### src/rtl/cia_pkg.sv
// shared types, constants and status codes for the checked integer alu
package cia_pkg;

   localparam int unsigned DataWidth = 32;
   localparam int unsigned KindWidth = 3;
   localparam int unsigned StatusWidth = 3;
   localparam int unsigned DivStages = DataWidth;

   typedef enum logic [KindWidth-1:0] {
      KIND_ADD = 3'd0,
      KIND_SUB = 3'd1,
      KIND_MUL = 3'd2,
      KIND_DIV = 3'd3,
      KIND_SHR = 3'd4,
      KIND_SHL = 3'd5
   } kind_type;

   typedef enum logic [StatusWidth-1:0] {
      ST_OK       = 3'd0,
      ST_OVER     = 3'd1,
      ST_UNDER    = 3'd2,
      ST_DIVZERO  = 3'd3,
      ST_INEXACT  = 3'd4,
      ST_BADSHIFT = 3'd5,
      ST_NEGSHIFT = 3'd6
   } status_type;

   typedef struct packed {
      logic [KindWidth-1:0] kind;
      logic signed [DataWidth-1:0] operand_a;
      logic signed [DataWidth-1:0] operand_b;
   } req_type;

   typedef struct packed {
      logic signed [DataWidth-1:0] result;
      logic [StatusWidth-1:0] status;
   } rsp_type;

   // item travelling along the chain of cells
   typedef struct packed {
      logic valid;
      logic [KindWidth-1:0] kind;
      logic signed [DataWidth-1:0] operand_a;
      logic signed [DataWidth-1:0] operand_b;
      logic [DataWidth-1:0] rem;
      logic [DataWidth-1:0] quo;
      logic [DataWidth-1:0] dvd;
      logic [DataWidth-1:0] dvs;
      logic signed [DataWidth-1:0] result;
      logic [StatusWidth-1:0] status;
   } slot_type;

endpackage

### src/rtl/cia_cell.sv
// one divider cell: one restoring quotient bit per cycle, hands item to next cell
module cia_cell #(
   parameter int unsigned BitIndex = 0
) (
   input  logic              clock,
   input  logic              reset,
   input  cia_pkg::slot_type in_slot,
   output cia_pkg::slot_type out_slot
);

   localparam int unsigned W = cia_pkg::DataWidth;

   cia_pkg::slot_type slot_in, slot_ff;
   logic [W:0] trial;
   logic [W-1:0] shifted;

   always_comb begin
      slot_in = in_slot;
      shifted = {in_slot.rem[W-2:0], in_slot.dvd[BitIndex]};
      trial = {1'b0, shifted} - {1'b0, in_slot.dvs};
      if (!trial[W]) begin
         slot_in.rem = trial[W-1:0];
         slot_in.quo[BitIndex] = 1'b1;
      end else begin
         slot_in.rem = shifted;
         slot_in.quo[BitIndex] = 1'b0;
      end
   end

   always_ff @(posedge clock) begin
      if (reset) begin
         slot_ff.valid <= 1'b0;
      end else begin
         slot_ff.valid <= slot_in.valid;
      end
      slot_ff.kind <= slot_in.kind;
      slot_ff.operand_a <= slot_in.operand_a;
      slot_ff.operand_b <= slot_in.operand_b;
      slot_ff.rem <= slot_in.rem;
      slot_ff.quo <= slot_in.quo;
      slot_ff.dvd <= slot_in.dvd;
      slot_ff.dvs <= slot_in.dvs;
      slot_ff.result <= slot_in.result;
      slot_ff.status <= slot_in.status;
   end

   assign out_slot = slot_ff;

endmodule

### config.mk
export PLATFORM = sky130hd
export DESIGN_NAME = cia_cell
export DESIGN_NICKNAME = d
export VERILOG_FILES = /design/src/rtl/cia_pkg.sv /design/src/rtl/cia_cell.sv
export SDC_FILE = /design/constraint.sdc
export NUM_CORES = 1
export LEC_CHECK = 0
export BUFFER_PORTS_ARGS = -buffer_cell sky130_fd_sc_hd__buf_2
export CAP_MARGIN = 5
export CORE_AREA = 8 8 173 175
export DETAILED_ROUTE_END_ITERATION = 8
export DIE_AREA = 0 0 181 183
export PLACE_DENSITY_LB_ADDON = 0.1
export SETUP_SLACK_MARGIN = 0.3
export SYNTH_ARGS = -nofsm -noshare
export SYNTH_HDL_FRONTEND = slang
export SYNTH_SLANG_ARGS = --single-unit
### constraint.sdc
create_clock -name clock -period 2.7 [get_ports clock]
set_input_delay 0.135 -clock clock [delete_from_list [all_inputs] [get_ports clock]]
set_output_delay 0.135 -clock clock [all_outputs]
set_load 0.01 [all_outputs]
==> summary.md <==
| Metric | Value |
|---|---|
| Die area | `0.0331 sq mm` |
| Worst-Margin Slew | `0.353 ns` |
| Io pins | `464` |
| Layout cells sized above 1 | `40.6%` |
| Syn_area_per_cell | `11.8 sq um` |
| Max-cap viol count | `0` |
| CP Launch Type | `input pin` |
| DRT Wirelength | `31.4 mm` |
| Most frequent cells in the layout | `buf_2 (461), dlygate4sd3_1 (231), dfxtp_1 (231), nand2_1 (57), inv_1 (42)` |
| Gr usage total | `18.1%` |
| First-pass iteration count of the detailed router | `6` |
| Post-synth ARST share | `0%` |
| Worst path top cell family by delay | `compound AO/OA/AOI/OAI gates` |
| Worst hold slack | `0.0591 ns` |
| Clock Path Buffers | `3` |
| TritonCTS clock tree | `built` |
| Crit path required time | `3.11 ns` |
| Worst EP arrival | `2.67 ns` |
| Syn_nets | `848` |
| HP Start | `in_slot[36]` |
| Final Max Slew Viols | `0` |
| Vias | `6844` |
| Die width | `181 um` |
| Worst slew margin | `76.1%` |
| Crit path cell chain | `dlygate4sd3_1, buf_2, inv_1, ha_2, a21o_1, a21o_1, a21oi_1, nor2b_1, nor4_1, nor2_1, a311oi_1, xor2_1, o21ai_1` |
| Clk root buf | `clkbuf_16` |
| Fin cells | `1684` |
| Vias per cell | `4.06` |
| DRC | `0` |
| Leakage | `6.39 nW` |
| Final period util | `83.7%` |
| Final setup fails | `0` |
| CP most frequent cell | `a21o_1` |
| TritonCTS Buffers | `26` |
| Worst-path clk slew | `0.06 ns` |
| Critical path's largest stage delay | `0.52 ns` |
| Vias in the first global route | `7333` |
| Fin. Hold Viols | `0` |
| Initial Utilization | `25.1%` |
| Most common cell after layout, fill and taps aside | `buf_2` |
| Worst-path maximum fanout | `6` |
| Hold Path Class | `in2reg` |
| Hold endpoint | `out_slot[132]` |
| Worst Path Buf+Inv | `3` |
| Number of flops mapped to enable cells by yosys | `0` |
| Outcome | `finished, final reports clean` |
| Die H | `183 um` |
| Sequential share of the synthesized area | `67.5%` |
| Cell area after layout | `0.0129 sq mm` |
| Grt ovf | `0` |
| WL per Instance | `18.7 um` |
| Post-DP Area | `0.00974 sq mm` |
| Distinct cells, synth | `52` |
| Setup crit end kind | `flip-flop` |
| Maximum VDD drop | `0.469 mV` |
| Synth Cell Area | `0.00685 sq mm` |
| Post-synthesis cell count | `582` |
| Final min period | `2.26 ns` |
| Worst Setup SP | `in_slot[57]` |
| Core area | `0.0273 sq mm` |
| CTS sink cnt | `231` |
| Power density over the cells | `671 mW/mm^2` |
| Peak Freq | `442 MHz` |
| Slowest-stage cell, CP | `dlygate4sd3_1` |
| Final nets | `1581` |
| GP Congestion | `0.877` |
| First-pass GRT wire length | `46.4 mm` |
| ANT nets after route | `0` |
| RSZ-0062 raised after global routing | `false` |
| Initial antenna violation count | `6` |
| Number of port buffers | `461` |
| Flops & latches, synth | `231` |
| # rows | `61` |
| Hold depth | `3` |
| Number of H-tree levels | `1` |
| Ys flop type | `dfxtp_1` |
| Crit Path Class | `in2reg` |
| Largest net degree at the start of global routing | `23` |
| Synth Warn # | `0` |
| Detailed-placement wirelength estimate | `24.0 mm` |
| Initial DRC Count | `207` |
| Placed Cells | `1402` |
| Area Growth Syn to Fin | `88.2%` |
| Max reg flops | `231` |
==> tightest hold or removal path: stages <==
cell and delay (ns):
buf_2 0.12, fa_2 0.22, o21ai_1 0.06
==> cell families (layout without fill, tap and decap cells) <==
group / count (synthesis) / in the layout / synth area share (%)
flops: 231 / 231 / 67.5
compound gates: 124 / 124 / 12.0
simple gates: 107 / 107 / 6.78
buf+inv: 57 / 809 / 3.73
fa+ha+maj: 33 / 33 / 6.14
xor+xnor: 28 / 28 / 3.58
mux: 2 / 2 / 0.310
other cells: 0 / 4 / 0
==> routing by layer <==
| metal | up-vias | part of all wire, % | wire, um | track usage (%) |
|---|---|---|---|---|
| li1 | 3419 | - | - | - |
| met1 | 3097 | 39 | 12100 | 19.9 |
| met2 | 278 | 50 | 15800 | 32.6 |
| met3 | 50 | 7.4 | 2340 | 5.64 |
| met4 | 0 | 3.7 | 1150 | 6.76 |
| met5 | - | 0 | 0 | 0 |
==> metrics by stage <==
stage	utilization (%)	worst slack [ns]	power, mW	setup TNS (ns)
floorplan	-	0.330	4.40	0
global placement	35.6	-0.0551	5.07	-0.423
detailed placement	35.6	-0.145	5.06	-2.33
CTS	47.1	0.350	8.78	0
global route	47.2	0.314	9.10	0
finish	47.2	0.440	8.65	0
==> where the power goes <==
| part | internal [mW] | switching [mW] |
|---|---|---|
| Clock | 2.01 | 1.38 |
| Sequential | 3.66 | 0.0572 |
| Combinational | 0.784 | 0.764 |
| Total | 6.45 | 2.20 |
==> cell type report <==
| class | instances | area (sq um) |
|---|---|---|
| repair buffers | 720 | 4850 |
| clock buffers | 39 | 749 |
| clock inverters | 8 | 82.6 |
| inverters | 42 | 158 |
| well taps | 346 | 433 |
| diodes | 4 | 10.0 |
| flip-flops and latches | 231 | 4620 |
| multi-input cells | 294 | 1980 |
| fillers | 2575 | 14400 |
==> cells in the mapped netlist (all sizes together) (2+ instances only) <==
cell type | instances | area share (%)
o2111ai | 2 | 0.26
nand3 | 8 | 0.58
a311oi | 2 | 0.26
a21oi | 29 | 2.2
ha | 32 | 5.8
nand2 | 57 | 3.1
clkbuf | 6 | 0.33
a21o | 15 | 1.6
dfxtp | 231 | 68
inv | 42 | 2.3
and3 | 2 | 0.18
nand2b | 2 | 0.18
o31ai | 3 | 0.40
o22ai | 2 | 0.38
a41oi | 2 | 0.37
o211ai | 2 | 0.22
nor2b | 5 | 0.46
xor2 | 14 | 1.8
o21a | 6 | 0.66
nor3 | 3 | 0.22
o31a | 2 | 0.26
o21bai | 3 | 0.33
xnor2 | 14 | 1.8
buf | 9 | 1.1
o21ai | 45 | 3.3
nor2 | 21 | 1.2
nand4 | 5 | 0.46
a31oi | 2 | 0.18
==> worst max-delay path by stage <==
stage | to | slack (ns) | depth (start not counted)
6_report | out_slot[160] | 0.44 | 13
5_1_grt | out_slot[160] | 0.31 | 13
4_1_cts | out_slot[162] | 0.35 | 13
3_5_place_dp | out_slot[134] | -0.15 | 12
3_3_place_gp | out_slot[155] | -0.06 | 13
2_1_floorplan | out_slot[152] | 0.33 | 11
==> timing repair <==
action,4_1_cts,5_1_grt
setup endpoints to repair,0,3
endpoints found under the hold margin,230,0
setup buffers,0,0
hold buffers,231,0
resized for setup,0,3
(Power assumes the default switching activity.)
