File: src/rtl/cia_pkg.sv
// shared types, constants and status codes for the checked integer alu
package cia_pkg;

   localparam int unsigned DataWidth = 32;
   localparam int unsigned KindWidth = 3;
   localparam int unsigned StatusWidth = 3;
   localparam int unsigned DivStages = DataWidth;

   typedef enum logic [KindWidth-1:0] {
      KIND_ADD = 3'd0,
      KIND_SUB = 3'd1,
      KIND_MUL = 3'd2,
      KIND_DIV = 3'd3,
      KIND_SHR = 3'd4,
      KIND_SHL = 3'd5
   } kind_type;

   typedef enum logic [StatusWidth-1:0] {
      ST_OK       = 3'd0,
      ST_OVER     = 3'd1,
      ST_UNDER    = 3'd2,
      ST_DIVZERO  = 3'd3,
      ST_INEXACT  = 3'd4,
      ST_BADSHIFT = 3'd5,
      ST_NEGSHIFT = 3'd6
   } status_type;

   typedef struct packed {
      logic [KindWidth-1:0] kind;
      logic signed [DataWidth-1:0] operand_a;
      logic signed [DataWidth-1:0] operand_b;
   } req_type;

   typedef struct packed {
      logic signed [DataWidth-1:0] result;
      logic [StatusWidth-1:0] status;
   } rsp_type;

   // item travelling along the chain of cells
   typedef struct packed {
      logic valid;
      logic [KindWidth-1:0] kind;
      logic signed [DataWidth-1:0] operand_a;
      logic signed [DataWidth-1:0] operand_b;
      logic [DataWidth-1:0] rem;
      logic [DataWidth-1:0] quo;
      logic [DataWidth-1:0] dvd;
      logic [DataWidth-1:0] dvs;
      logic signed [DataWidth-1:0] result;
      logic [StatusWidth-1:0] status;
   } slot_type;

endpackage

File: src/rtl/cia_front.sv
// first stage: add, sub, shifts, partial products and divider setup
module cia_front (
   input  logic             clock,
   input  logic             reset,
   input  logic             in_valid,
   input  cia_pkg::req_type in_req,
   output cia_pkg::slot_type out_slot,
   output logic [63:0]      out_pp_ll,
   output logic [63:0]      out_pp_mid
);

   localparam int unsigned W = cia_pkg::DataWidth;

   cia_pkg::slot_type slot_in, slot_ff;
   logic [63:0] pp_ll_in, pp_ll_ff, pp_mid_in, pp_mid_ff;
   logic signed [W:0] sum_v;
   logic signed [W:0] dif_v;
   logic signed [2*W-1:0] shl_v;
   logic [W-1:0] mag_a, mag_b;
   logic [15:0] al, ah, bl, bh;

   always_comb begin
      slot_in = '0;
      slot_in.valid = in_valid;
      slot_in.kind = in_req.kind;
      slot_in.operand_a = in_req.operand_a;
      slot_in.operand_b = in_req.operand_b;
      slot_in.status = cia_pkg::ST_OK;
      sum_v = {in_req.operand_a[W-1], in_req.operand_a} +
              {in_req.operand_b[W-1], in_req.operand_b};
      dif_v = {in_req.operand_a[W-1], in_req.operand_a} -
              {in_req.operand_b[W-1], in_req.operand_b};
      shl_v = (2*W)'(in_req.operand_a) <<< in_req.operand_b[4:0];
      mag_a = in_req.operand_a[W-1] ? W'(-in_req.operand_a) : in_req.operand_a;
      mag_b = in_req.operand_b[W-1] ? W'(-in_req.operand_b) : in_req.operand_b;
      al = mag_a[15:0];
      ah = mag_a[31:16];
      bl = mag_b[15:0];
      bh = mag_b[31:16];
      pp_ll_in = {32'(ah * bh), 32'(al * bl)};
      pp_mid_in = {32'(ah * bl), 32'(al * bh)};
      slot_in.dvd = mag_a;
      slot_in.dvs = mag_b;
      case (in_req.kind)
         cia_pkg::KIND_ADD: begin
            if (sum_v[W] != sum_v[W-1]) begin
               slot_in.status = sum_v[W] ? cia_pkg::ST_UNDER : cia_pkg::ST_OVER;
            end else begin
               slot_in.result = sum_v[W-1:0];
            end
         end
         cia_pkg::KIND_SUB: begin
            if (dif_v[W] != dif_v[W-1]) begin
               slot_in.status = dif_v[W] ? cia_pkg::ST_UNDER : cia_pkg::ST_OVER;
            end else begin
               slot_in.result = dif_v[W-1:0];
            end
         end
         cia_pkg::KIND_SHR: begin
            if (in_req.operand_b[W-1:5] != '0) begin
               slot_in.status = cia_pkg::ST_BADSHIFT;
            end else if (in_req.operand_a[W-1]) begin
               slot_in.status = cia_pkg::ST_NEGSHIFT;
            end else begin
               slot_in.result = in_req.operand_a >> in_req.operand_b[4:0];
            end
         end
         cia_pkg::KIND_SHL: begin
            if (in_req.operand_b[W-1:5] != '0) begin
               slot_in.status = cia_pkg::ST_BADSHIFT;
            end else if (shl_v[2*W-1:W-1] != {(W+1){shl_v[2*W-1]}}) begin
               slot_in.status = shl_v[2*W-1] ? cia_pkg::ST_UNDER : cia_pkg::ST_OVER;
            end else begin
               slot_in.result = shl_v[W-1:0];
            end
         end
         cia_pkg::KIND_DIV: begin
            if (in_req.operand_b == '0) begin
               slot_in.status = cia_pkg::ST_DIVZERO;
            end else if (in_req.operand_a == {1'b1, {(W-1){1'b0}}} &&
                         in_req.operand_b == '1) begin
               slot_in.status = cia_pkg::ST_OVER;
            end
         end
         default: begin
         end
      endcase
   end

   always_ff @(posedge clock) begin
      if (reset) begin
         slot_ff.valid <= 1'b0;
      end else begin
         slot_ff.valid <= slot_in.valid;
      end
      slot_ff.kind <= slot_in.kind;
      slot_ff.operand_a <= slot_in.operand_a;
      slot_ff.operand_b <= slot_in.operand_b;
      slot_ff.rem <= slot_in.rem;
      slot_ff.quo <= slot_in.quo;
      slot_ff.dvd <= slot_in.dvd;
      slot_ff.dvs <= slot_in.dvs;
      slot_ff.result <= slot_in.result;
      slot_ff.status <= slot_in.status;
      pp_ll_ff <= pp_ll_in;
      pp_mid_ff <= pp_mid_in;
   end

   assign out_slot = slot_ff;
   assign out_pp_ll = pp_ll_ff;
   assign out_pp_mid = pp_mid_ff;

endmodule

File: config.mk
export PLATFORM = sky130hd
export DESIGN_NAME = cia_front
export DESIGN_NICKNAME = d
export VERILOG_FILES = /design/src/rtl/cia_pkg.sv /design/src/rtl/cia_front.sv
export SDC_FILE = /design/constraint.sdc
export NUM_CORES = 2
export LEC_CHECK = 0
export ABC_AREA = 1
export BUFFER_PORTS_ARGS = -buffer_cell sky130_fd_sc_hd__buf_2
export CAP_MARGIN = 20
export CELL_PAD_IN_SITES_DETAIL_PLACEMENT = 0
export CELL_PAD_IN_SITES_GLOBAL_PLACEMENT = 1
export CORE_ASPECT_RATIO = 1.75
export CORE_MARGIN = 2
export CORE_UTILIZATION = 43
export CTS_BUF_LIST = sky130_fd_sc_hd__clkbuf_4
export DETAILED_ROUTE_END_ITERATION = 8
export PLACE_DENSITY = 0.78
export RECOVER_POWER = 50
export SLEW_MARGIN = 40
export SYNTH_ARGS = -nofsm -noshare
export SYNTH_HDL_FRONTEND = slang
export SYNTH_SLANG_ARGS = --single-unit
File: constraint.sdc
create_clock -name clock -period 9.3 [get_ports clock]
set_input_delay 1.86 -clock clock [delete_from_list [all_inputs] [get_ports clock]]
set_output_delay 1.86 -clock clock [all_outputs]
set_load 0.005 [all_outputs]
==> out/metrics.cfg <==
[status]
outcome = complete, but fails checks
violations = max-capacitance violations, max-slew violations

[synth]
synthTopCellsByCount = nand2_1 (1361), inv_1 (1266), fa_1 (778)
synth_area_um2 = 49700
ys_warn_count = 0
synthTopCellsByArea = fa_1 (31%), ha_1 (12%), dfxtp_1 (12%)
synthArstFlopShare = 0
syn_inst = 6550
syn_area_per_cell_um2 = 7.59
synth_edf_count = 0
ys_types = 64
ys_ff_latch = 293
yosysTopAreaCellShare = 0.313
ys_dominant_reg_cell = dfxtp_1
synth_top_area_cell = fa_1
yosysSeqAreaShare = 0.118
synth_most_common_cell = nand2_1

[cells_and_area]
synthToLayoutAreaGrowth_pct = 11.1
multi_input_area_um2 = 37500
seq_area_um2 = 5870
n_fill_cell = 11946
nets = 8358
drive_gt1_frac = 0.0946
fin_util = 0.480

[detailed_routing]
dr.pass1.iters = 7
via_per_inst = 5.51
ant_nets = 0
wl_um = 228000
drt_iter0_drc = 3225
drc = 0
vias = 47271
routedWlPerCell_um = 26.6

[worst_hold_path]
hp-start = reset
holdCritPathClass = input port to register

[timing]
fmax_mhz = 112
hold_viol = 0
period_minus_slack_ns = 8.92
setup_viol = 0
finalMaxSlewViolations = 195
tightest_slew_ns = 2.59
min_period_over_period = 0.959
worst_slack_ns = 0.381
slew_headroom = -0.727
rsz0062_at_grt = false

[clock_network]
cts_resized = 0
clkTransAtPathRegs_ns = 0.09
cts_hold_buffers = 0
clock-sinks = 293
clockRootBuffer = clkbuf_4
cts_setup_buffers = 0
htree_levels = 3
cts-buffers-inserted = 76
cts_max_path_buffers = 3
cts_tree = done

[worst_setup_path]
cp_max_fo = 23
path_delay_family = adder cells
endpoint_kind = register
worstSetupPathType = input port to register
cpPeakStageDelay_ns = 1.42
critical_path.startpoint = in_req[41]
cpMaxStageDelayCell = clkbuf_1
crit_buf_inv = 8
start_kind = input port
arrival_ns = 9.83
cp_data_required_time_ns = 10.21

[grt]
antenna_found_initial = 14
grt_use_total = 0.392
grt_pass1_vias = 50329
grt_pass1_wl_um = 329000
grt_max_degree = 65
globalRoute.totalOverflow = 0

[run]
drv_cap = 10

[floorplan]
fp.dieArea_um2 = 118000
coreArea_um2 = 115000
start_util = 0.432
die_h_um = 454
die_width_um = 261
rows = 165
ios = 429

[place]
routabilityCongestion = 1.09
hpwl_um = 186000
pre_cts_slack_ns = -0.136
place.port_buffers = 364

==> state kept, by name, indices dropped and copies added (netlist names) <==
name and cells:
out_pp_mid 64, out_pp_ll 64, out_slot 165
==> kinds of logic (layout without fill, tap and decap cells) <==
| kind of cell | count (synthesis) | in the layout | share of synthesized area |
|---|---|---|---|
| AOI/OAI and AO/OA | 622 | 622 | 0.0698 |
| other | 1 | 73 | 0.0000755 |
| xor gates and xnor gates | 149 | 149 | 0.0274 |
| muxes | 3 | 3 | 0.000604 |
| and+or+nand+nor | 2582 | 2582 | 0.215 |
| DFF | 293 | 293 | 0.118 |
| buffers and inverters | 1632 | 2088 | 0.132 |
| adders and majority gates | 1268 | 1268 | 0.437 |
==> area by class of cell <==
class / count / area share
diodes: 9 / 0.000408
clock buffers: 97 / 0.0132
clock inverters: 30 / 0.00526
inverters: 1300 / 0.0884
multi-input cells: 4688 / 0.680
flip-flops and latches: 293 / 0.106
well taps: 1503 / 0.0340
repair buffers: 661 / 0.0728
==> per-layer routing <==
metal / vias to the layer above / wire (um) / track usage
li1: 20833 / - / -
met1: 23068 / 69800 / 0.362
met2: 2315 / 113000 / 0.683
met3: 1049 / 14900 / 0.0831
met4: 6 / 30200 / 0.415
met5: - / 42 / 0
==> metrics by stage <==
stage          cells  hold WS (ns)  TNS (ns)  instance area, um2
2_1_floorplan   6613          1.89         0               49900
3_3_place_gp    8445          2.03    -0.381               54600
3_5_place_dp    8445          2.03    -0.379               54600
4_1_cts         8572         0.887         0               55600
5_1_grt         8577         0.967         0               55200
6_report        8581         0.943         0               55200
==> cells in the final DEF, fill, tap and decap left out, types with 96 or more instances in the layout <==
| cell | instances |
|---|---|
| clkbuf_4 | 97 |
| inv_1 | 1267 |
| a21oi_1 | 246 |
| clkbuf_1 | 195 |
| buf_2 | 227 |
| nand3_1 | 345 |
| fa_1 | 778 |
| nor2_1 | 665 |
| buf_4 | 205 |
| xor2_1 | 96 |
| dfxtp_1 | 293 |
| o21ai_0 | 222 |
| nand2_1 | 1362 |
| ha_1 | 490 |
==> worst paths after layout <==
kind  slack (ns)  cells after the start                  endpoint
min         0.94                      2  out_slot[230]$_SDFF_PP0_
max         0.38                     30    out_pp_mid[60]$_DFF_P_
Power is not shown: default switching activity piles up to over one toggle a cycle in this logic, so the estimate is an artifact.
