### config.mk
export PLATFORM = sky130hd
export DESIGN_NAME = cia_back
export DESIGN_NICKNAME = d
export VERILOG_FILES = /design/src/rtl/cia_pkg.sv /design/src/rtl/cia_back.sv
export SDC_FILE = /design/constraint.sdc
export NUM_CORES = 1
export LEC_CHECK = 0
export ABC_AREA = 1
export BUFFER_PORTS_ARGS = -buffer_cell sky130_fd_sc_hd__buf_4
export CAP_MARGIN = 20
export CORE_AREA = 3 3 129 131
export DETAILED_ROUTE_END_ITERATION = 16
export DIE_AREA = 0 0 132 134
export PLACE_DENSITY = 0.72
export SYNTH_ARGS = -nofsm -noshare
export SYNTH_HDL_FRONTEND = slang
export SYNTH_SLANG_ARGS = --single-unit
### constraint.sdc
create_clock -name clock -period 3.55 [get_ports clock]
set_input_delay 1.065 -clock clock [delete_from_list [all_inputs] [get_ports clock]]
set_output_delay 1.065 -clock clock [all_outputs]
set_load 0.005 [all_outputs]
### src/rtl/cia_pkg.sv
// shared types, constants and status codes for the checked integer alu
package cia_pkg;

   localparam int unsigned DataWidth = 32;
   localparam int unsigned KindWidth = 3;
   localparam int unsigned StatusWidth = 3;
   localparam int unsigned DivStages = DataWidth;

   typedef enum logic [KindWidth-1:0] {
      KIND_ADD = 3'd0,
      KIND_SUB = 3'd1,
      KIND_MUL = 3'd2,
      KIND_DIV = 3'd3,
      KIND_SHR = 3'd4,
      KIND_SHL = 3'd5
   } kind_type;

   typedef enum logic [StatusWidth-1:0] {
      ST_OK       = 3'd0,
      ST_OVER     = 3'd1,
      ST_UNDER    = 3'd2,
      ST_DIVZERO  = 3'd3,
      ST_INEXACT  = 3'd4,
      ST_BADSHIFT = 3'd5,
      ST_NEGSHIFT = 3'd6
   } status_type;

   typedef struct packed {
      logic [KindWidth-1:0] kind;
      logic signed [DataWidth-1:0] operand_a;
      logic signed [DataWidth-1:0] operand_b;
   } req_type;

   typedef struct packed {
      logic signed [DataWidth-1:0] result;
      logic [StatusWidth-1:0] status;
   } rsp_type;

   // item travelling along the chain of cells
   typedef struct packed {
      logic valid;
      logic [KindWidth-1:0] kind;
      logic signed [DataWidth-1:0] operand_a;
      logic signed [DataWidth-1:0] operand_b;
      logic [DataWidth-1:0] rem;
      logic [DataWidth-1:0] quo;
      logic [DataWidth-1:0] dvd;
      logic [DataWidth-1:0] dvs;
      logic signed [DataWidth-1:0] result;
      logic [StatusWidth-1:0] status;
   } slot_type;

endpackage

### src/rtl/cia_back.sv
// last stage: multiply range check, divide exactness check and sign fix, and response register
module cia_back (
   input  logic              clock,
   input  logic              reset,
   input  cia_pkg::slot_type in_slot,
   input  logic [63:0]       in_prod_mag,
   output logic              out_valid,
   output cia_pkg::rsp_type  out_rsp
);

   localparam int unsigned W = cia_pkg::DataWidth;

   cia_pkg::rsp_type rsp_in, rsp_ff;
   logic valid_ff;
   logic neg;
   logic [2*W:0] prod;

   always_comb begin
      rsp_in.result = in_slot.result;
      rsp_in.status = in_slot.status;
      neg = in_slot.operand_a[W-1] ^ in_slot.operand_b[W-1];
      prod = neg ? (2*W+1)'(-{1'b0, in_prod_mag}) : {1'b0, in_prod_mag};
      case (in_slot.kind)
         cia_pkg::KIND_MUL: begin
            if (prod[2*W:W-1] != {(W+2){prod[2*W]}}) begin
               rsp_in.status = prod[2*W] ? cia_pkg::ST_UNDER : cia_pkg::ST_OVER;
            end else begin
               rsp_in.result = prod[W-1:0];
            end
         end
         cia_pkg::KIND_DIV: begin
            if (in_slot.status == cia_pkg::ST_OK) begin
               if (in_slot.rem != '0) begin
                  rsp_in.status = cia_pkg::ST_INEXACT;
               end else begin
                  rsp_in.result = neg ? W'(-in_slot.quo) : in_slot.quo;
               end
            end
         end
         default: begin
         end
      endcase
      if (rsp_in.status != cia_pkg::ST_OK) begin
         rsp_in.result = '0;
      end
   end

   always_ff @(posedge clock) begin
      if (reset) begin
         valid_ff <= 1'b0;
      end else begin
         valid_ff <= in_slot.valid;
      end
      rsp_ff <= rsp_in;
   end

   assign out_valid = valid_ff;
   assign out_rsp = rsp_ff;

endmodule
==> metrics.md, run 1 <==
| Metric | Value |
|---|---|
| Finished Cell Area | `0.0104 mm2` |
| NumNets Final | `1833` |
| Relative slew slack | `0.569` |
| Total GRT Usage | `0.292` |
| Synth Area in XOR/XNOR | `0.0642` |
| PnR worst setup slack | `-0.0466 ns` |
| Wire per inst | `17.0 um` |
| Syn Inst Count | `1126` |
| Synth Area in Compound Gates | `0.147` |
| Mux contribution to synthesized area | `0` |
| Detailed-route vias per instance | `5.18` |
| DIE WIDTH | `132 um` |
| Final Hold Fails | `0` |
| Initial drt markers | `887` |
| Total gr overflow | `0` |
| CTS max path bufs | `2` |
| Final setup fails | `17` |
| Row cnt | `46` |
| Worst vdd ir | `0.155 mV` |
| Clock root buffer | `clkbuf_16` |
| CTS tree | `done` |
| Drt drc | `0` |
| Failing checks | `negative setup slack` |
| Fin crit share | `1.01` |
| Diode count | `0` |
| I/O pins | `333` |
| Starting Density | `0.382` |
| DP Area | `0.00919 mm2` |
| Adder-Cell Fraction of Synth Area | `0.00626` |
| Post-layout min period | `3.60 ns` |
| Vias | `9070` |
| Worst-path clk slew | `0.06 ns` |
| Total Wirelength | `29.7 mm` |
| Simple-Gate Fraction of Synth Area | `0.549` |
| Final number of max-transition violations | `0` |
| Post-synthesis sequential area ratio | `0.120` |
| Hold Crit Class | `primary input to register` |
| Synth Net Count | `1426` |
| Number of I/O port buffers | `206` |
| Placed cell count | `1715` |
| Global-route wire length before repair | `41.2 mm` |
| Largest family of logic cells by synthesized area | `simple AND/OR/NAND/NOR gates` |
| H-tree depth | `2` |
| Pwr dens | `187 mW/mm2` |
| Die height | `134 um` |
| Syn Std Cell Area | `0.00600 mm2` |
| Initial antenna violation count | `0` |
| Fill cells | `1395` |
| Core area | `0.0157 mm2` |
| # clock sinks | `36` |
| Avg Synthesized Cell Area | `5.33 um2` |
| Leak Pwr | `5.07 nW` |
| Setup TNS | `-0.202 ns` |
| Yosys cell types | `41` |
| Yosys reg bits | `36` |
| Num CTS Buffers | `5` |
| Area Overhead vs Synth | `73.6%` |
| DR pass1 iterations | `6` |
| Total power | `1.95 mW` |
| Synth warn | `0` |
| Crit path launch | `in_prod_mag[17]` |
| Vias in the first global route | `7987` |
| Gpl congestion | `0.987` |
| Layout Cells excl Fill | `1750` |
| Max-cap check violation count | `0` |
| WP data required | `3.77 ns` |
| Die area | `0.0177 mm2` |
| Largest net degree at the start of global routing | `34` |
| DP Worst Slack | `-0.382 ns` |
| Worst-Margin Slew | `0.645 ns` |
| Worst setup path end | `out_rsp[29]` |
| Ratio of cells with drive above 1 in the final layout | `0.443` |
| Peak Freq | `278 MHz` |
| Post-DP HPWL | `23.0 mm` |
| Largest fanout on the critical path | `8` |
| Arr. time, crit path | `3.82 ns` |
| Status | `complete, but fails checks` |
| CP startpoint kind | `primary input` |
| Worst setup EP type | `register` |
| Antenna Violating Nets Remaining | `0` |
| Crit path kind | `primary input to register` |
-- worst max-delay path, stage by stage --
cell and delay (ns):
buf_4 0.14, nor2_2 0.17, nand2_1 0.15, nor2_2 0.23, nand2_2 0.13, o21ai_4 0.17
buf_12 0.15, buf_4 0.12, nand3_1 0.06, nand2_1 0.08, nand2_1 0.06, nor2_1 0.09
nand3_1 0.08, nand2_1 0.11, nand2_2 0.10, inv_2 0.09, nand2_4 0.08, nand2_8 0.09
nand2_4 0.06, nor2_4 0.16, nand2_8 0.11, buf_12 0.17, nor2_4 0.11
-- where the power goes --
| part | leakage (nW) | internal (mW) | switching, mW | total (mW) |
|---|---|---|---|---|
| registers | 0.295 | 0.424 | 0.0133 | 0.438 |
| clock network | 0.0772 | 0.281 | 0.183 | 0.464 |
| logic | 4.70 | 0.499 | 0.547 | 1.05 |
| total | 5.07 | 1.20 | 0.743 | 1.95 |
-- Yosys cell counts --
cell type  number  area share
nand2_4         2      0.0038
a21oi_4         1      0.0027
o21ai_4         3      0.0081
or2_1           1      0.0010
o21ai_0        67       0.056
inv_4           1      0.0010
clkinv_1        1     0.00062
o21ai_1         4      0.0033
buf_4           1      0.0013
nand4_1         7      0.0073
a21oi_1        48       0.040
or2_2           6      0.0063
nand2_2        13       0.014
a22oi_1        14       0.018
nor4_1         10       0.010
o41ai_1         2      0.0029
nand3_1        87       0.073
inv_2           6      0.0038
buf_6           4      0.0075
a31oi_1         2      0.0021
o31ai_1         1      0.0013
and2_1          3      0.0031
nor2_4         33       0.062
nand3b_1        8       0.010
buf_1           2      0.0013
clkbuf_1       16       0.010
inv_1         118       0.074
buf_12          3       0.010
nor2_1        217        0.14
dfxtp_1        36        0.12
o211ai_1        4      0.0050
o21ai_2         5      0.0073
xor2_1         27       0.039
nor2_2          9      0.0094
nand2_1       328        0.21
ha_1            3      0.0063
or3_1           1      0.0010
nor3_1          9      0.0075
xnor2_1        17       0.025
buf_2           5      0.0042
o22ai_1         1      0.0010
-- cells by family after synthesis --
| logic type | after synthesis |
|---|---|
| simple gates | 734 |
| buf+inv | 157 |
| compound gates | 152 |
| xor+xnor | 44 |
| flops | 36 |
| fa+ha+maj | 3 |
-- sequential cells by signal, summed over array words and instances (netlist names) --
name	cells
out_rsp	35
out_valid	1
-- cells in the final DEF (no fill, tap or decap), drive strengths merged, types with 9 or more instances in the layout --
| master | n |
|---|---|
| a22oi | 14 |
| nor3 | 9 |
| nor4 | 10 |
| inv | 125 |
| o21ai | 79 |
| xnor2 | 17 |
| buf | 429 |
| xor2 | 27 |
| nand2 | 343 |
| nor2 | 259 |
| a21oi | 49 |
| nand3 | 87 |
| dfxtp | 36 |
-- metal layers --
| layer | vias to the layer above | global-route usage | wire length, um |
|---|---|---|---|
| met4 | 0 | 0.111 | 1550 |
| met2 | 507 | 0.515 | 14200 |
| li1 | 4382 | - | - |
| met1 | 4069 | 0.366 | 11700 |
| met3 | 112 | 0.0326 | 2190 |
| met5 | - | 0 | 0 |
-- area by class of cell --
class | instances | area [um2] | share of cell area
Sequential cell | 36 | 721 | 0.0692
Inverter | 126 | 495 | 0.0476
Clock buffer | 6 | 139 | 0.0133
Multi-Input combinational cell | 933 | 5320 | 0.511
Clock inverter | 2 | 13.8 | 0.00132
Tap cell | 216 | 270 | 0.0259
Timing Repair Buffer | 431 | 3450 | 0.332
-- stage by stage --
step / hold slack (ns) / util
finish: 0.925 / 0.663
global route: 0.925 / 0.663
CTS: 0.923 / 0.602
detailed placement: 1.23 / 0.585
global placement: 1.22 / 0.585
floorplan: 1.14 / -
-- timing repair --
item                                   in CTS  in global routing
setup endpoints to repair                  31                 32
cloned                                      1                  2
gates resized for setup                    24                225
pin swaps                                   3                 82
hold buffers                                0                  0
endpoints found under the hold margin       0                  0
buffers inserted                            4                 23
-- how the worst min path moves through the flow --
stage	start	end	cells past startpoint
finish	reset	out_valid	2
CTS	reset	out_valid	2
global route	reset	out_valid	2
detailed placement	reset	out_valid	2
floorplan	reset	out_valid	1
global placement	reset	out_valid	2
Note: power is estimated with default switching activity, not from simulation.
==> run 2, diff against run 1 <==
--- a/config.mk
+++ b/config.mk
@@ -11,7 +11,8 @@
 export CORE_AREA = 3 3 129 131
 export DETAILED_ROUTE_END_ITERATION = 16
 export DIE_AREA = 0 0 132 134
-export PLACE_DENSITY = 0.72
+export PLACE_DENSITY = 0.69
+export SETUP_SLACK_MARGIN = 0.4
 export SYNTH_ARGS = -nofsm -noshare
 export SYNTH_HDL_FRONTEND = slang
 export SYNTH_SLANG_ARGS = --single-unit
==> run 2 against run 1 <==
Effect of this change: sequential share of layout area is essentially flat; largest power group unchanged; setup slack gained 0.098 ns; non-clock buffer count is the same; total power shrank 0.33%; clock power grew 3%; critical path type unchanged; critical endpoint is now out_rsp[32]; the flow now finishes without violations; sequential power is essentially flat.
==> metrics.md, run 2 (synthesis results as in run 1) <==
| Metric | Value |
|---|---|
| Vias in the first global route | `8230` |
| Cell Chain, Critical Path | `buf_4 > or2_4 > nand2_4 > buf_6 > nor2_1 > a21oi_4 > buf_4 > nand3_2 > nand2_1 > nand3_1 > inv_1 > nand3_1 > nand2_2 > nand2_2 > nor2_4 > nand2_4 > nand2_4 > nand2_4 > nor2_4 > nand2_4 > buf_12 > buf_12 > nor2_4` |
| Layout Cells excl Fill | `1750` |
| CTS tree | `done` |
| Status | `complete, no violations` |
| Post-DP HPWL | `23.2 mm` |
| Fin crit share | `0.985` |
| Row cnt | `46` |
| H-tree depth | `2` |
| Wire per inst | `16.3 um` |
| Ratio of cells with drive above 1 in the final layout | `0.447` |
| Global-route wire length before repair | `43.1 mm` |
| Starting Density | `0.382` |
| Area Overhead vs Synth | `73.9%` |
| DR pass1 iterations | `6` |
| Worst setup path end | `out_rsp[32]` |
| Gpl congestion | `0.951` |
| Max-cap check violation count | `0` |
| CTS max path bufs | `2` |
| Crit path buf inv count | `6` |
| Total gr overflow | `0` |
| Fill cells | `1430` |
| Antenna Violating Nets Remaining | `0` |
| DP Area | `0.00924 mm2` |
| WP data required | `3.78 ns` |
| DP Worst Slack | `-0.361 ns` |
| Die area | `0.0177 mm2` |
| Max reg flops | `35` |
| I/O pins | `333` |
| Post-layout min period | `3.50 ns` |
| Initial antenna violation count | `0` |
| Max incr delay on CP | `0.25 ns` |
| Worst-path clk slew | `0.06 ns` |
| DIE WIDTH | `132 um` |
| Final number of max-transition violations | `0` |
| Kind of cell adding the most delay to the critical path | `simple AND/OR/NAND/NOR gates` |
| Detailed-route vias per instance | `5.04` |
| Worst setup EP type | `register` |
| Relative slew slack | `0.612` |
| # clock sinks | `36` |
| RSZ-0062 raised after global routing | `true` |
| Placed cell count | `1714` |
| Final Hold Fails | `0` |
| Crit path kind | `primary input to register` |
| Vias | `8817` |
| Peak Freq | `286 MHz` |
| Arr. time, crit path | `3.73 ns` |
| Final setup fails | `0` |
| # hold bufs at CTS | `0` |
| Initial drt markers | `715` |
| Total GRT Usage | `0.307` |
| PnR worst setup slack | `0.0515 ns` |
| Number of I/O port buffers | `206` |
| Worst-Margin Slew | `0.575 ns` |
| CP max stage cell | `or2_4` |
| Finished Cell Area | `0.0104 mm2` |
| Most frequent cells in the layout | `buf_4 (401), nand2_1 (271), nor2_1 (133)` |
| Crit path launch | `in_slot[194]` |
| Commonest non-fill, non-tap cell in the layout | `buf_4` |
| Cell repeated most along the worst path | `nand2_4` |
| Drt drc | `0` |
| Largest net degree at the start of global routing | `34` |
| Total Wirelength | `28.6 mm` |
| Worst vdd ir | `0.162 mV` |
| Diode count | `0` |
| Die height | `134 um` |
| Largest fanout on the critical path | `10` |
| Leak Pwr | `5.04 nW` |
| Core area | `0.0157 mm2` |
| Clock root buffer | `clkbuf_16` |
| Hold Crit Class | `primary input to register` |
| Pwr dens | `186 mW/mm2` |
| Num CTS Buffers | `5` |
| WP depth | `23` |
| NumNets Final | `1833` |
| CP startpoint kind | `primary input` |
==> run 2: per-layer routing <==
metal  track usage  up-vias  wire length [um]
met5             0        -                 0
met4         0.141        0              1490
met3        0.0323       82              1950
met2         0.530      428             13400
met1         0.385     3916             11700
li1              -     4391                 -
==> run 2: metrics by stage <==
stage          power (mW)  TNS (ns)  hold slack, ns  utilization
6_report             1.94         0           0.924        0.664
5_1_grt              2.04     -1.75           0.927        0.664
4_1_cts              1.90         0           0.922        0.646
3_5_place_dp         1.34    -10.74            1.23        0.588
3_3_place_gp         1.33    -10.41            1.22        0.588
2_1_floorplan       0.870         0            1.14            -
==> run 2: how the worst min path moves through the flow <==
stage	from	endpoint	depth (start not counted)
finish	reset	out_valid	2
global route	reset	out_valid	2
CTS	reset	out_valid	2
detailed placement	reset	out_valid	2
global placement	reset	out_valid	2
floorplan	reset	out_valid	1
==> run 2: area by class of cell <==
type	instances	area, um2	area share
multi-input combinational	933	5350	0.513
timing repair buffer	431	3460	0.331
sequential	36	721	0.0691
clock buffer	6	139	0.0133
tap	216	270	0.0259
inverter	126	484	0.0464
clock inverter	2	13.8	0.00132
==> run 2: power by group <==
part	switching (mW)	internal, mW	total [mW]
sequential	0.0142	0.424	0.438
clock	0.196	0.281	0.477
combinational	0.534	0.492	1.03
==> run 2: repair_timing <==
| item | CTS | global route |
|---|---|---|
| gates resized for setup | 176 | 63 |
| cloned | 3 | 0 |
| setup endpoints to repair | 34 | 35 |
| pin swaps | 48 | 27 |
| buffers inserted | 17 | 8 |
